<file path="config.mk">
export PLATFORM = sky130hd
export DESIGN_NAME = remote_drive_command_watchdog
export DESIGN_NICKNAME = d
export VERILOG_FILES = /design/src/hdl/rdcw_pkg.sv /design/src/hdl/rdcw_in_stage.sv /design/src/hdl/rdcw_step.sv /design/src/hdl/remote_drive_command_watchdog.sv
export SDC_FILE = /design/constraint.sdc
export NUM_CORES = 1
export LEC_CHECK = 0
export BUFFER_PORTS_ARGS = -buffer_cell sky130_fd_sc_hd__buf_2
export CAP_MARGIN = 20
export CORE_AREA = 2 2 147 149
export DETAILED_ROUTE_END_ITERATION = 12
export DIE_AREA = 0 0 149 151
export GPL_ROUTABILITY_DRIVEN = 0
export GPL_TIMING_DRIVEN = 1
export SYNTH_ARGS = -nofsm -noshare
export SYNTH_HDL_FRONTEND = slang
export SYNTH_HIERARCHICAL = 1
export SYNTH_SLANG_ARGS = --single-unit
</file>
<file path="constraint.sdc">
create_clock -name clk_i -period 6.28 [get_ports clk_i]
set_input_delay 0.314 -clock clk_i [delete_from_list [all_inputs] [get_ports clk_i]]
set_output_delay 0.314 -clock clk_i [all_outputs]
set_load 0.01 [all_outputs]
</file>
<file path="src/hdl/rdcw_pkg.sv">
// Shared types and codes for the remote drive command watchdog.
// Holds the payload structs, command, mode and direction codes and config layout.
// No dependencies.
package rdcw_pkg;

  // Command codes carried in the cmd field.
  typedef enum logic [2:0] {
    CMD_TICK    = 3'd0,
    CMD_REFRESH = 3'd1,
    CMD_LEFT    = 3'd2,
    CMD_RIGHT   = 3'd3,
    CMD_TOGGLE  = 3'd4
  } cmd_e;

  // Run modes.
  typedef enum logic [1:0] {
    RUN_IDLE  = 2'd0,
    RUN_SLEEP = 2'd1,
    RUN_DRIVE = 2'd2
  } mode_e;

  // Motor directions.
  typedef enum logic [1:0] {
    DIR_FREE    = 2'd0,
    DIR_FORWARD = 2'd1,
    DIR_REVERSE = 2'd2
  } dir_e;

  // Configuration register indexes.
  localparam int unsigned CfgIdxW = 2;
  localparam logic [CfgIdxW-1:0] CFG_SLEEP_TIMEOUT = 2'd0;
  localparam logic [CfgIdxW-1:0] CFG_IDLE_TIMEOUT  = 2'd1;
  localparam logic [CfgIdxW-1:0] CFG_FRONT_LED     = 2'd2;

  localparam int unsigned CfgDataW = 16;

  // Reset values of the configuration registers.
  localparam logic [15:0] SLEEP_TIMEOUT_RST = 16'd5000;
  localparam logic [15:0] IDLE_TIMEOUT_RST  = 16'd40000;
  localparam logic [7:0]  FRONT_LED_RST     = 8'd0;

  // One input beat.
  typedef struct packed {
    logic [2:0]        cmd;
    logic signed [7:0] value;
  } in_item_t;

  // One result beat.
  typedef struct packed {
    logic [1:0] left_direction;
    logic [7:0] left_drive;
    logic [1:0] right_direction;
    logic [7:0] right_drive;
    logic       back_left_lamp;
    logic       back_right_lamp;
    logic       front_lamp;
    logic [1:0] run_mode;
    logic       report_request;
  } out_item_t;

  // Configuration values seen by the datapath.
  typedef struct packed {
    logic [15:0] sleep_timeout_ms;
    logic [15:0] idle_timeout_ms;
    logic [7:0]  front_led_code;
  } cfg_t;

endpackage

</file>
<file path="src/hdl/rdcw_in_stage.sv">
// Input register stage of the remote drive command watchdog.
// Captures one input beat and holds it until the step stage takes it.
// Depends on rdcw_pkg.
module rdcw_in_stage (
  input  logic              clk_i,
  input  logic              rst_ni,
  input  logic              in_valid_i,
  output logic              in_stall_o,
  input  rdcw_pkg::in_item_t in_data_i,
  output logic              item_valid_o,
  input  logic              item_take_i,
  output rdcw_pkg::in_item_t item_o
);

  logic               vld_q, vld_d;
  rdcw_pkg::in_item_t item_q;
  logic               accept;

  // The register is free when empty or when its beat leaves this cycle.
  assign in_stall_o = vld_q & ~item_take_i;
  assign accept     = in_valid_i & ~in_stall_o;

  always_comb begin
    vld_d = vld_q;
    if (accept) begin
      vld_d = 1'b1;
    end else if (item_take_i) begin
      vld_d = 1'b0;
    end
  end

  always_ff @(posedge clk_i or negedge rst_ni) begin
    if (!rst_ni) begin
      vld_q <= 1'b0;
    end else begin
      vld_q <= vld_d;
    end
  end

  // Payload register needs no reset.
  always_ff @(posedge clk_i) begin
    if (accept) begin
      item_q <= in_data_i;
    end
  end

  assign item_valid_o = vld_q;
  assign item_o       = item_q;

endmodule

</file>
<file path="src/hdl/rdcw_step.sv">
// Command step and result register of the remote drive command watchdog.
// Holds powers, mode, elapsed count, motor outputs and LED; applies one beat per cycle unless out stalls.
// Depends on rdcw_pkg.
module rdcw_step (
  input  logic               clk_i,
  input  logic               rst_ni,
  input  rdcw_pkg::cfg_t     cfg_i,
  input  logic               item_valid_i,
  output logic               item_take_o,
  input  rdcw_pkg::in_item_t item_i,
  output logic               out_valid_o,
  input  logic               out_stall_i,
  output rdcw_pkg::out_item_t out_data_o
);

  // Direction and magnitude for one stored power; -128 clamps to 127.
  function automatic logic [8:0] drive_one(input logic [7:0] power);
    logic [7:0] neg;
    logic [6:0] mag;
    rdcw_pkg::dir_e dir;
    neg = 8'd0 - power;
    if (power == 8'd0) begin
      dir = rdcw_pkg::DIR_FREE;
      mag = 7'd0;
    end else if (power[7]) begin
      dir = rdcw_pkg::DIR_REVERSE;
      mag = neg[7] ? 7'd127 : neg[6:0];
    end else begin
      dir = rdcw_pkg::DIR_FORWARD;
      mag = power[6:0];
    end
    return {dir, mag};
  endfunction

  logic [7:0]      left_power_q, left_power_d;
  logic [7:0]      right_power_q, right_power_d;
  rdcw_pkg::mode_e mode_q, mode_d;
  logic [15:0]     elapsed_q, elapsed_d;
  rdcw_pkg::dir_e  dir_l_q, dir_l_d, dir_r_q, dir_r_d;
  logic [6:0]      mag_l_q, mag_l_d, mag_r_q, mag_r_d;
  logic            led_q, led_d;
  logic            report;
  logic            enter_drive;
  logic [8:0]      drv_l, drv_r;

  logic                out_vld_q, out_vld_d;
  rdcw_pkg::out_item_t out_q, out_d;

  // The step fires when a beat waits and the result register can take it.
  assign item_take_o = item_valid_i & ~(out_vld_q & out_stall_i);

  // Command decode, then the drive watchdog check.
  always_comb begin
    left_power_d  = left_power_q;
    right_power_d = right_power_q;
    mode_d        = mode_q;
    elapsed_d     = elapsed_q;
    dir_l_d       = dir_l_q;
    dir_r_d       = dir_r_q;
    mag_l_d       = mag_l_q;
    mag_r_d       = mag_r_q;
    led_d         = led_q;
    report        = 1'b0;
    enter_drive   = 1'b0;

    case (rdcw_pkg::cmd_e'(item_i.cmd))
      rdcw_pkg::CMD_TICK: begin
        if (elapsed_q != 16'hFFFF) begin
          elapsed_d = elapsed_q + 16'd1;
        end
      end
      rdcw_pkg::CMD_REFRESH: begin
        elapsed_d = 16'd0;
        report    = 1'b1;
        if (mode_q == rdcw_pkg::RUN_SLEEP) begin
          enter_drive = 1'b1;
        end
      end
      rdcw_pkg::CMD_LEFT: begin
        left_power_d = item_i.value;
        enter_drive  = 1'b1;
      end
      rdcw_pkg::CMD_RIGHT: begin
        right_power_d = item_i.value;
        enter_drive   = 1'b1;
      end
      rdcw_pkg::CMD_TOGGLE: begin
        if (item_i.value == cfg_i.front_led_code) begin
          led_d = ~led_q;
        end
      end
      default: begin
      end
    endcase

    drv_l = drive_one(left_power_d);
    drv_r = drive_one(right_power_d);
    if (enter_drive) begin
      dir_l_d = rdcw_pkg::dir_e'(drv_l[8:7]);
      mag_l_d = drv_l[6:0];
      dir_r_d = rdcw_pkg::dir_e'(drv_r[8:7]);
      mag_r_d = drv_r[6:0];
      mode_d  = rdcw_pkg::RUN_DRIVE;
    end

    // Too long without an update stops the motors; stored powers stay.
    if (mode_d == rdcw_pkg::RUN_DRIVE) begin
      if (elapsed_d > cfg_i.idle_timeout_ms || elapsed_d > cfg_i.sleep_timeout_ms) begin
        dir_l_d = rdcw_pkg::DIR_FREE;
        mag_l_d = 7'd0;
        dir_r_d = rdcw_pkg::DIR_FREE;
        mag_r_d = 7'd0;
        mode_d  = (elapsed_d > cfg_i.idle_timeout_ms) ? rdcw_pkg::RUN_IDLE
                                                      : rdcw_pkg::RUN_SLEEP;
      end
    end
  end

  // Result beat built from the updated state.
  always_comb begin
    out_d.left_direction  = dir_l_d;
    out_d.left_drive      = {mag_l_d, 1'b0};
    out_d.right_direction = dir_r_d;
    out_d.right_drive     = {mag_r_d, 1'b0};
    out_d.back_left_lamp  = (dir_l_d == rdcw_pkg::DIR_REVERSE);
    out_d.back_right_lamp = (dir_r_d == rdcw_pkg::DIR_REVERSE);
    out_d.front_lamp      = led_d;
    out_d.run_mode        = mode_d;
    out_d.report_request  = report;
  end

  always_comb begin
    out_vld_d = out_vld_q & out_stall_i;
    if (item_take_o) begin
      out_vld_d = 1'b1;
    end
  end

  // Block state and output valid.
  always_ff @(posedge clk_i or negedge rst_ni) begin
    if (!rst_ni) begin
      left_power_q  <= 8'd0;
      right_power_q <= 8'd0;
      mode_q        <= rdcw_pkg::RUN_IDLE;
      elapsed_q     <= 16'd0;
      dir_l_q       <= rdcw_pkg::DIR_FREE;
      dir_r_q       <= rdcw_pkg::DIR_FREE;
      mag_l_q       <= 7'd0;
      mag_r_q       <= 7'd0;
      led_q         <= 1'b0;
      out_vld_q     <= 1'b0;
    end else begin
      out_vld_q <= out_vld_d;
      if (item_take_o) begin
        left_power_q  <= left_power_d;
        right_power_q <= right_power_d;
        mode_q        <= mode_d;
        elapsed_q     <= elapsed_d;
        dir_l_q       <= dir_l_d;
        dir_r_q       <= dir_r_d;
        mag_l_q       <= mag_l_d;
        mag_r_q       <= mag_r_d;
        led_q         <= led_d;
      end
    end
  end

  // Result payload register.
  always_ff @(posedge clk_i) begin
    if (item_take_o) begin
      out_q <= out_d;
    end
  end

  assign out_valid_o = out_vld_q;
  assign out_data_o  = out_q;

endmodule

</file>
<file path="src/hdl/remote_drive_command_watchdog.sv">
// Top level of the remote drive command watchdog.
// Holds the configuration registers and joins the input stage and the step stage.
// Depends on rdcw_pkg, rdcw_in_stage and rdcw_step.
//
//   Channel  Direction  Handshake              Payload
//   in       input      in_valid_i/in_stall_o  rdcw_pkg::in_item_t (cmd, value)
//   out      output     out_valid_o/out_stall_i rdcw_pkg::out_item_t (nine fields)
//   cfg      input      cfg_valid_i/cfg_ready_o cfg_index_i, cfg_data_i
//
// One beat per cycle while out does not stall; a beat passes the input register, then the result register.
// The input register and the result register each hold one beat, so a new beat
// is taken while a finished result waits. A stall on out backs up into in_stall_o
// once both registers are full. Reset clears all state at once; no clearing pass.
// Config writes are always taken (cfg_ready_o stays high); unknown indexes are dropped.
module remote_drive_command_watchdog (
  input  logic                              clk_i,
  input  logic                              rst_ni,
  input  logic                              in_valid_i,
  output logic                              in_stall_o,
  input  rdcw_pkg::in_item_t                in_data_i,
  output logic                              out_valid_o,
  input  logic                              out_stall_i,
  output rdcw_pkg::out_item_t               out_data_o,
  input  logic                              cfg_valid_i,
  output logic                              cfg_ready_o,
  input  logic [rdcw_pkg::CfgIdxW-1:0]      cfg_index_i,
  input  logic [rdcw_pkg::CfgDataW-1:0]     cfg_data_i
);

  rdcw_pkg::cfg_t     cfg_q;
  logic               item_valid;
  logic               item_take;
  rdcw_pkg::in_item_t item;

  assign cfg_ready_o = 1'b1;

  // Configuration registers.
  always_ff @(posedge clk_i or negedge rst_ni) begin
    if (!rst_ni) begin
      cfg_q.sleep_timeout_ms <= rdcw_pkg::SLEEP_TIMEOUT_RST;
      cfg_q.idle_timeout_ms  <= rdcw_pkg::IDLE_TIMEOUT_RST;
      cfg_q.front_led_code   <= rdcw_pkg::FRONT_LED_RST;
    end else if (cfg_valid_i && cfg_ready_o) begin
      case (cfg_index_i)
        rdcw_pkg::CFG_SLEEP_TIMEOUT: cfg_q.sleep_timeout_ms <= cfg_data_i;
        rdcw_pkg::CFG_IDLE_TIMEOUT:  cfg_q.idle_timeout_ms  <= cfg_data_i;
        rdcw_pkg::CFG_FRONT_LED:     cfg_q.front_led_code   <= cfg_data_i[7:0];
        default: begin
        end
      endcase
    end
  end

  rdcw_in_stage u_in_stage (
    .clk_i        (clk_i),
    .rst_ni       (rst_ni),
    .in_valid_i   (in_valid_i),
    .in_stall_o   (in_stall_o),
    .in_data_i    (in_data_i),
    .item_valid_o (item_valid),
    .item_take_i  (item_take),
    .item_o       (item)
  );

  rdcw_step u_step (
    .clk_i        (clk_i),
    .rst_ni       (rst_ni),
    .cfg_i        (cfg_q),
    .item_valid_i (item_valid),
    .item_take_o  (item_take),
    .item_i       (item),
    .out_valid_o  (out_valid_o),
    .out_stall_i  (out_stall_i),
    .out_data_o   (out_data_o)
  );

endmodule

</file>
; ---- After elaboration in Yosys (flattened, before gate mapping)
; Cells that the tools add are included.
[op_classes]
muxes = 38
reduce_logical = 10
eq_ne = 12
n_lt_le_gt_ge = 2
bitwise = 8
n_addsub = 3
[ops]
columns = operator, count
row1 = 2-to-1 mux 7 bit, 12
row2 = greater-than comparator 16 bit, 2
row3 = case mux 16 bit (2 select lines), 1
row4 = 2-to-1 mux 2 bit, 13
row5 = "adder 16 x 1 -> 16 bit, second input constant", 1
row6 = logical NOT 8 bit, 2
row7 = 2-to-1 mux 16 bit, 1
row8 = 2-to-1 mux 8 bit, 2
row9 = "!= test 16 bit, second input constant", 1
row10 = "subtractor 1 x 8 -> 8 bit, first input constant", 2
row11 = "equality test 2 bit, second input constant", 4
row12 = equality test 8 bit, 1
row13 = 2-to-1 mux 1 bit, 8
row14 = "equality test 3 x 2 -> 1 bit, second input constant", 2
row15 = AND reduction 2 bit, 3
row16 = AND 1 bit, 4
row17 = "equality test 2 x 1 -> 1 bit, second input constant", 2
row18 = NOT 1 bit, 4
row19 = "equality test 3 x 1 -> 1 bit, second input constant", 1
row20 = "equality test 3 bit, second input constant", 1
row21 = logical NOT 3 bit, 1
row22 = logical NOT 2 bit, 1
row23 = case mux 1 bit (2 select lines), 1
row24 = nonzero test 2 bit, 1
row25 = 2 further kinds, 2
[word_totals]
reg_bits = 130
input_bits = 34
wordCells = 98
output_inout_bits = 29

; ---- Depth between registers and ports, before layout
; Gate-level depths: netlist of run 1.
[depth]
depth_word = 9
mapped_depth = 18
mapped_depth_nobuf = 16

; ---- Modules after synthesis
; Netlist of run 1, hierarchy kept.
[modules_own_cells]
columns = module, seq_area_each_um2, area_per_inst_um2, cells_each, n_inst
row1 = rdcw_step, 2072.0, 5238.8, 582, 1
row2 = remote_drive_command_watchdog, 1013.5, 1535.2, 87, 1
row3 = rdcw_in_stage, 355.3, 387.9, 16, 1

; ---- Worst setup path after synthesis of run 1
; No wires, ideal clock.
[synth_path]
kind = register -> register
start = register u_step.elapsed_q[4]
end = register u_step.out_q (netlist bit u_step/out_data_o[17]) (data pin)
t_arrival_ns = 3.795
stages_incl_launch_ff = 18
n_path_buf = 4
required_time_ns = 6.133
setup_time_ns = 0.147
synth_period_minus_slack_ns = 3.942
path_slack_ns = 2.338
cell_sequence = dfrtp_1 -> buf_2 -> nand4_1 -> nor4_4 -> a21oi_2 -> and4_1 -> clkbuf_1 -> nand3_1 -> xor2_1 -> nor2_1 -> ha_1 -> nand4_1 -> or4_1 -> and2_1 -> a32o_1 -> clkbuf_1 -> buf_1 -> a21oi_1
[synth_between]
elab_chain_len = 7
word_cells_on_any_way = 9
classes_between = 1 x add/sub / 2 x order compare / 1 x eq/ne / 4 x mux / 1 x reduce/logical
[synth_lines]
columns = element, line
row1 = start: declaration, rdcw_step.sv:38  ; logic [15:0] elapsed_q, elapsed_d;
row2 = start signal: assignment, rdcw_step.sv:158  ; elapsed_q <= elapsed_d;
row3 = adder 16 x 1 -> 16 bit / != test 16 bit (equally long branches), "rdcw_step.sv:69, rdcw_step.sv:68"
row4 = 2-to-1 mux 16 bit (*), rdcw_step.sv:68  ; if (elapsed_q != 16'hFFFF) begin
row5 = case mux 16 bit (2 select lines) (*), rdcw_step.sv:66  ; case (rdcw_pkg::cmd_e'(item_i.cmd))
row6 = net u_step.elapsed_d[6], rdcw_step.sv:38
row7 = greater-than comparator 16 bit, rdcw_step.sv:108  ; if (elapsed_d > cfg_i.idle_timeout_ms || elapsed_d > cfg_i.sleep_timeout_ms) begin
row8 = logical OR 1 bit (*), rdcw_step.sv:108
row9 = 2-to-1 mux 7 bit (*), rdcw_step.sv:108
row10 = 2-to-1 mux 7 bit (*), rdcw_step.sv:107  ; if (mode_d == rdcw_pkg::RUN_DRIVE) begin
row11 = net u_step.mag_l_d[0], rdcw_step.sv:40  ; logic [6:0] mag_l_q, mag_l_d, mag_r_q, mag_r_d;
row12 = end signal: assignment, rdcw_step.sv:171  ; out_q <= out_d;
row13 = end: declaration, rdcw_step.sv:47  ; rdcw_pkg::out_item_t out_q, out_d;
; Mark *: on every way through the listed nets, which the timed path passes. The rest lies on a longest branch.
; A chain may end at the register's enable or synchronous reset.

; ---- Worst setup path in the final report of run 1
[layout_path]
start = register u_step.elapsed_q[0]
end = register u_step.mag_r_q[5]
[layout_between]
elab_chain_len = 7
word_cells_on_any_way = 9
classes_between = 1 x add/sub / 2 x order compare / 1 x eq/ne / 4 x mux / 1 x reduce/logical
[layout_lines]
columns = element, line
row1 = adder 16 x 1 -> 16 bit / != test 16 bit (equally long branches), "rdcw_step.sv:69, rdcw_step.sv:68"
row2 = 2-to-1 mux 16 bit (*), rdcw_step.sv:68
row3 = case mux 16 bit (2 select lines) (*), rdcw_step.sv:66
row4 = net u_step.elapsed_d[11], rdcw_step.sv:38
row5 = greater-than comparator 16 bit, rdcw_step.sv:108
row6 = logical OR 1 bit (*), rdcw_step.sv:108
row7 = 2-to-1 mux 7 bit (*), rdcw_step.sv:108
row8 = 2-to-1 mux 7 bit (*), rdcw_step.sv:107
row9 = end signal: assignment, rdcw_step.sv:162  ; mag_r_q <= mag_r_d;
row10 = end: declaration, rdcw_step.sv:40
; Marked as above.

==> impl_results.md, run 1 <==
- Pin slew with the least headroom to its limit: 965.8 ps
- Standard cell with the maximum stage delay on the critical path: a2111oi_2
- Status: finished clean
- Detailed-route DRC error count: 0
- TritonCTS Buffers: 17
- Share of total power in combinational logic: 24.5%
- Area fraction in and, or, nand and nor cells after synthesis: 14.64%
- Clock insertion delay at the later pin of the skew report: 420 ps
- Worst supply voltage drop on vdd: 0.0002035 V
- Total of endpoints with negative setup slack in the final report: 0
- HPWL Detailed: 11400 um
- Vias per cell: 5.080
- Startpoint of the lowest-slack register-to-register path: u_step/elapsed_q[0]
- Final Cycle Share: 71.57%
- Root buf cell: clkbuf_16
- Total via count after detailed routing: 5227
- Drt pass-1 iters: 5
- Final wirelength: 15970 um
- Buffers added on ports: 59
- Buffer depth of the longest clock path: 2
- Number of I/O pins: 63
- Power per cell area: 363.0 nW/um^2
- Synth Area in Compound Gates: 13.85%
- Most repeated cell in the gate-level netlist after synthesis: dfrtp_1
- Area of the mapped netlist: 7162 um^2
- Clock tree skew after final layout: 8.684 ps
- Top cell type's share of synthesized area: 29.70%
- Sequential fraction of the synthesis area: 48.04%
- Worst path arrival time: 4850 ps
- GRT Residual Overflow: 0
- Total track usage: 15.07%
- Cell variety after synth: 68
- Total inserted antenna cells: 0
- Max Clock Freq: 222.5 MHz
- Mapped Cells: 685
- Setup Buffers After CTS: 0
- Post-DP Area: 7690 um^2
- Synthesis-stage register bit count: 130
- Critical path's largest stage delay: 660 ps
- Nets@finish: 810
- Register share of total power: 40.6%
- Chip Height: 151 um
- Hold_sp: in_data_i[10]
- Number of cells on the worst hold path: 1
- Worst r2r dst: u_step/mag_r_q[5]
- Reported leakage power: 3.653 nW
- Synthesized-area fraction occupied by xor and xnor cells: 2.446%
- Largest fanout on the critical path: 23
- Effective utilization at floorplan: 34.39%
- Worst EP required: 6630 ps
- Fraction of power consumed by the clock network: 34.9%
- Sw Pwr: 0.0009079 W
- Cell breakdown of the critical path: ha_1 > nand2_1 > nor4_4 > a2111oi_2 > and4_1 > xnor2_1 > nor2_1 > ha_1 > nand4_1 > or4_1 > and2_1 > a32o_1 > buf_4 > nor3_2 > a22o_1
- Dominant register cell in the synthesized netlist: dfrtp_1
- Fraction of synthesis flops using an asynchronous set or reset pin: 73.08%
- Setup TNS: 0 ps
- Share of synthesized area spent on multiplexers: 10.53%
- Detail Route Antenna Nets: 0
- Share of final-layout standard cells stronger than drive strength 1: 22.28%
- Clock Sinks: 130
- Floorplan die area: 22500 um^2
- Routed wire per std cell: 15.52 um
- Slew margin rel.: 33.77%
- Switching share of total power: 30.02%
- Worst Reg2Reg Path Length in Cells: 15
- Hold/Removal Path Class: in -> reg
- Area share of fa/ha/maj cells after synthesis: 6.115%
- Warning count from the yosys run: 6
- Core Area: 20820 um^2
- Cell type with the highest aggregate area in the netlist: dfrtp_1
- Number of enable flip-flop cells after synthesis: 35
- Count of final max-slew check failures: 0
- Critical path capture point type: register
- Average instance area after synthesis: 10.46 um^2
- Post-route cell area: 8332 um^2
- First-pass GRT wire length: 26220 um
- CTS tree: done
- CTS clock-pin slew for the worst setup and hold paths: 60 ps
- Internal power component: 0.002116 W
- Via count of the first global-routing pass: 4965
- Sort of element at the start of the critical path: register
- Reg2reg setup slack: 1790 ps
- Largest net degree at the start of global routing: 71
- Worst Hold Endpoint: u_in_stage/item_o[10]
- Post-synthesis to final-layout area growth: 16.33%
- Setup Crit Path Kind: reg -> reg
- Number of antenna violations at the first check in global routing: 0
- Fin crit period: 4495 ps
- RSZ-0062 raised after global routing: no
- Maximum Capacitance Violations: 0
- Die outline width: 149 um
- Count of final hold-check violations: 0
- H-tree levels: 4
- Top cells by count, synth: dfrtp_1 (85), nand2_1 (71), nor2_1 (53)
- Crit path top cell by count: ha_1
- Drt initial violations: 300
- Largest family of logic cells by synthesized area: simple AND/OR/NAND/NOR gates
- Cell types with the largest area share after synthesis: dfrtp_1 (30%), edfxtp_1 (15%), mux2_2 (7.7%)
- Floorplan row count: 53
flip-flops by register name, indices dropped and copies added, names as in the netlist:
register,count
u_step/right_power_q,8
u_step/mode_q,2
u_step/dir_l_q,2
u_step/out_data_o,24
u_step/mag_l_q,7
u_in_stage/item_valid_o,1
u_step/elapsed_q,16
u_step/left_power_q,8
u_step/out_valid_o,1
u_step/led_q,1
cfg_q,40
u_in_stage/item_o,11
u_step/mag_r_q,7
u_step/dir_r_q,2
placed cells by master, fill, tap and decap left out, types with 18 or more instances in the layout:
master    instances
nand2_1          71
mux2_2           49
ha_1             35
a21oi_1          41
dfrtp_1          85
o21ai_0          39
nor2_1           53
buf_2            58
inv_1            39
mux2i_1          18
edfxtp_1         35
worst max path at each step:
| stage | start | to |
|---|---|---|
| 2_1_floorplan | u_step/elapsed_q[4] | u_step/out_data_o[17] |
| 3_3_place_gp | u_step/elapsed_q[0] | u_step/mag_l_q[6] |
| 3_5_place_dp | u_step/elapsed_q[0] | u_step/mag_r_q[5] |
| 4_1_cts | u_step/elapsed_q[0] | u_step/mag_r_q[5] |
| 5_1_grt | u_step/elapsed_q[4] | u_step/dir_r_q[0] |
| 6_report | u_step/elapsed_q[0] | u_step/mag_r_q[5] |
per-layer routing:
metal	wire, um	GRT usage, %	up-vias
li1	-	-	2596
met1	7884	21.26	2513
met2	7262	23.25	108
met3	656	3.193	10
met4	165	4.714	0
met5	0	0	-
area by class of cell:
cell class,count,area [um^2]
timing repair buffer,65,345.3
clock buffer,23,478.0
fill,2076,12490
tap,275,344.1
sequential,130,3441
clock inverter,9,153.9
multi-input combinational,487,3420
inverter,40,150.1
cell families (layout without fill, tap and decap cells):
logic type,count (synthesis),in the layout
buffers and inverters,69,137
adders and majority gates,35,35
xor gates and xnor gates,20,20
other,2,3
muxes,68,68
DFF,130,130
and+or+nand+nor,209,209
AOI/OAI and AO/OA,152,152
power by group through the flow:
stage	registers, W	clock network, W	logic [W]
3_3_place_gp	0.00123	0	0.000725
5_1_grt	0.00125	0.00111	0.000841
2_1_floorplan	0.00122	0	0.000537
6_report	0.00123	0.00106	0.000740
3_5_place_dp	0.00124	0	0.000736
4_1_cts	0.00123	0.00108	0.000745
worst max-delay path, delay by kind of cell (launching register included):
kind | cells | cell delay (ps)
buffers and inverters | 1 | 210
and+or+nand+nor | 8 | 2010
xor gates and xnor gates | 1 | 140
AOI/OAI and AO/OA | 3 | 1060
adders and majority gates | 2 | 590
DFF | 1 | 410
per-stage QoR:
stage / worst slack, ps / std cells / power, W / utilization, % / hold slack, ps
final: 1785 / 1029 / 0.003024 / 40.01 / 66.47
after global routing: 1387 / 1029 / 0.003207 / 40.01 / 48.11
after CTS: 1777 / 1029 / 0.003047 / 40.01 / 49.40
after detailed placement: 1813 / 996 / 0.001976 / 36.93 / 262.6
after global placement: 1883 / 996 / 0.001959 / 36.93 / 265.5
after floorplan: 2338 / 686 / 0.001760 / - / 18.41
timing repair:
action | in CTS | in global routing
resized for setup | 0 | 0
hold buffers | 1 | 0
hold endpoints to repair | 25 | 0
Power figures use the tool's default switching activity.
==> run 2: changes to the inputs <==
Clock period 6.28 ns to 4.6 ns, I/O delays scaled along.
==> impl_results.md, run 2 (synthesis results as in run 1) <==
- Status: finished clean
- Power per cell area: 483.4 nW/um^2 (+33%)
- RSZ-0062 raised after global routing: no
- Clock insertion delay at the later pin of the skew report: 420 ps (about the same)
- Drt initial violations: 350 (+17%)
- Total track usage: 15.21% (+0.14 points)
- Number of flip-flops under the largest register name: 40 (unchanged)
- Post-route cell area: 8467 um^2 (+1.6%)
- Slew margin rel.: 26.49% (-7.3 points)
- Post-DP Area: 7727 um^2 (+0.49%)
- Largest Register: cfg_q
- Floorplan die area: 22500 um^2 (unchanged)
- Largest net degree at the start of global routing: 61 (-14%)
- Post-synthesis to final-layout area growth: 18.22%
- CTS clock-pin slew for the worst setup and hold paths: 60 ps (about the same)
- Standard cell with the maximum stage delay on the critical path: nor4_4
- Setup Crit Path Kind: reg -> reg
- Drt pass-1 iters: 5 (unchanged)
- First-pass GRT wire length: 26760 um (+2.1%)
- Pin slew with the least headroom to its limit: 1072 ps (+106.2 ps)
- Total via count after detailed routing: 5325 (+1.9%)
- Critical path capture point type: register
- Nets@finish: 826 (+2.0%)
- Fin crit period: 4338 ps (-156.9 ps)
- Effective utilization at floorplan: 34.39% (unchanged)
- Floorplan row count: 53 (unchanged)
- Worst EP required: 4950 ps (-1680 ps)
- Share of final-layout standard cells stronger than drive strength 1: 22.99% (+0.71 points)
- Startpoint of the lowest-slack register-to-register path: u_step/elapsed_q[4]
- Critical path's largest stage delay: 550 ps (-110 ps)
- Sort of element at the start of the critical path: register
- Worst path arrival time: 4690 ps (-160 ps)
- Post-cts repair resize count: 0 (unchanged)
- CP top delay family: simple AND/OR/NAND/NOR gates
- CP bufs+invs: 1 (unchanged)
- Largest fanout on the critical path: 9 (-61%)
- Buffer depth of the longest clock path: 2 (unchanged)
- Crit path top cell by count: nand4_1
- Via count of the first global-routing pass: 5111 (+2.9%)
- Worst Hold Endpoint: u_in_stage/item_valid_o
- Reg2reg setup slack: 260 ps (-1520 ps)
- Maximum Capacitance Violations: 0 (unchanged)
- Buffers added on ports: 59 (unchanged)
- Clock Sinks: 130 (unchanged)
- GRT Residual Overflow: 0 (unchanged)
- Launch point of the critical path: u_step/elapsed_q[4]
- Number of cells on the worst hold path: 2 (+1)
- Total inserted antenna cells: 0 (unchanged)
- Final Cycle Share: 94.30% (+23 points)
- Number of I/O pins: 63 (unchanged)
- Vias per cell: 5.096 (+0.32%)
- H-tree levels: 4 (unchanged)
- Count of final max-slew check failures: 0 (unchanged)
- HPWL Detailed: 11640 um (+2.1%)
- TritonCTS Buffers: 17 (unchanged)
- Worst r2r dst: u_step/mag_r_q[1]
- Die outline width: 149 um (unchanged)
- Chip Height: 151 um (unchanged)
- Layout Cells excl Fill: 1045 (+1.6%)
- Setup TNS: 0 ps (unchanged)
- Number of antenna violations at the first check in global routing: 0 (unchanged)
- Final wirelength: 16070 um (+0.64%)
- Worst supply voltage drop on vdd: 0.0002948 V (+45%)
- Routed wire per std cell: 15.38 um (-0.90%)
- Detailed-route DRC error count: 0 (unchanged)
- Cell breakdown of the critical path: nand4_1 > nor4_4 > a21oi_2 > and4_1 > nand3_1 > xor2_1 > nor2_1 > ha_1 > nand4_1 > or4_1 > and2_1 > a32o_1 > nor3_2 > buf_4 > a22o_1
- Detail Route Antenna Nets: 0 (unchanged)
- Commonest cells after routing, fill and taps aside: dfrtp_1 (85), nand2_1 (71), buf_2 (58)
- Hold_sp: in_valid_i
- Core Area: 20820 um^2 (unchanged)
- Max Clock Freq: 230.5 MHz (+3.6%)
- Total of endpoints with negative setup slack in the final report: 0 (unchanged)
- CTS tree: done
- Count of placed standard cells including taps: 1001 (+0.50%)
- Worst Reg2Reg Path Length in Cells: 15 (unchanged)
- FILL cells: 2056 (-0.96%)
- Most common library cell in the layout ignoring fill and taps: dfrtp_1
- Clock tree skew after final layout: 12.29 ps (+3.602 ps)
- Reported leakage power: 3.722 nW (+1.9%)
- Count of final hold-check violations: 0 (unchanged)
- Hold/Removal Path Class: in -> reg
- Root buf cell: clkbuf_16
-- run 2: where the power goes --
part,total (W),switching (W),internal [W]
logic,0.00103,0.000575,0.000452
registers,0.00167,0.000175,0.00150
clock network,0.00140,0.000554,0.000842
-- run 2: worst max-delay path by stage --
stage / end / slack [ps] / cells after the start
5_1_grt: u_step/mag_r_q[5] / 5 / 15
6_report: u_step/mag_r_q[1] / 260 / 15
2_1_floorplan: u_step/out_data_o[17] / 660 / 17
3_3_place_gp: u_step/mag_r_q[1] / 440 / 15
4_1_cts: u_step/mag_r_q[1] / 310 / 15
3_5_place_dp: u_step/mag_r_q[3] / 330 / 15
-- run 2: repair_timing --
item                                   CTS  global route
hold buffers                            12             0
endpoints found under the hold margin   60             0
buffers inserted                         0             0
setup endpoints to repair                0             0
-- run 2: worst register-to-register path, stage by stage, from the launching register on --
cell	delay [ps]
dfrtp_1	480
nand4_1	290
nor4_4	550
a21oi_2	220
and4_1	320
nand3_1	140
xor2_1	160
nor2_1	80
ha_1	320
nand4_1	110
or4_1	510
and2_1	160
a32o_1	300
nor3_2	320
buf_4	200
a22o_1	120
-- run 2: final cells by class --
| type | instances | area, um^2 | area share (%) |
|---|---|---|---|
| timing repair buffer | 81 | 493.0 | 5.822 |
| sequential | 130 | 3441 | 40.64 |
| inverter | 40 | 150.1 | 1.773 |
| clock buffer | 20 | 489.2 | 5.778 |
| tap | 275 | 344.1 | 4.064 |
| multi-input combinational | 487 | 3420 | 40.39 |
| clock inverter | 12 | 130.1 | 1.537 |
-- run 2: metal layers --
| layer | share of wire (%) | up-vias | track usage, % |
|---|---|---|---|
| met1 | 49 | 2570 | 21.32 |
| met4 | 0.89 | 0 | 4.429 |
| met3 | 3.8 | 9 | 2.982 |
| met2 | 46 | 105 | 23.96 |
| met5 | 0 | - | 0 |
| li1 | - | 2641 | - |
-- run 2: per-stage QoR --
step	setup WS (ps)	util, %	hold slack [ps]	total power (W)
final	262.3	40.66	21.73	0.004093
after detailed placement	329.4	37.11	367.9	0.002705
after floorplan	657.8	-	-65.59	0.002403
after global routing	5.273	40.66	31.12	0.004364
after CTS	309.6	40.66	0.2688	0.004128
after global placement	440.5	37.11	371.1	0.002686
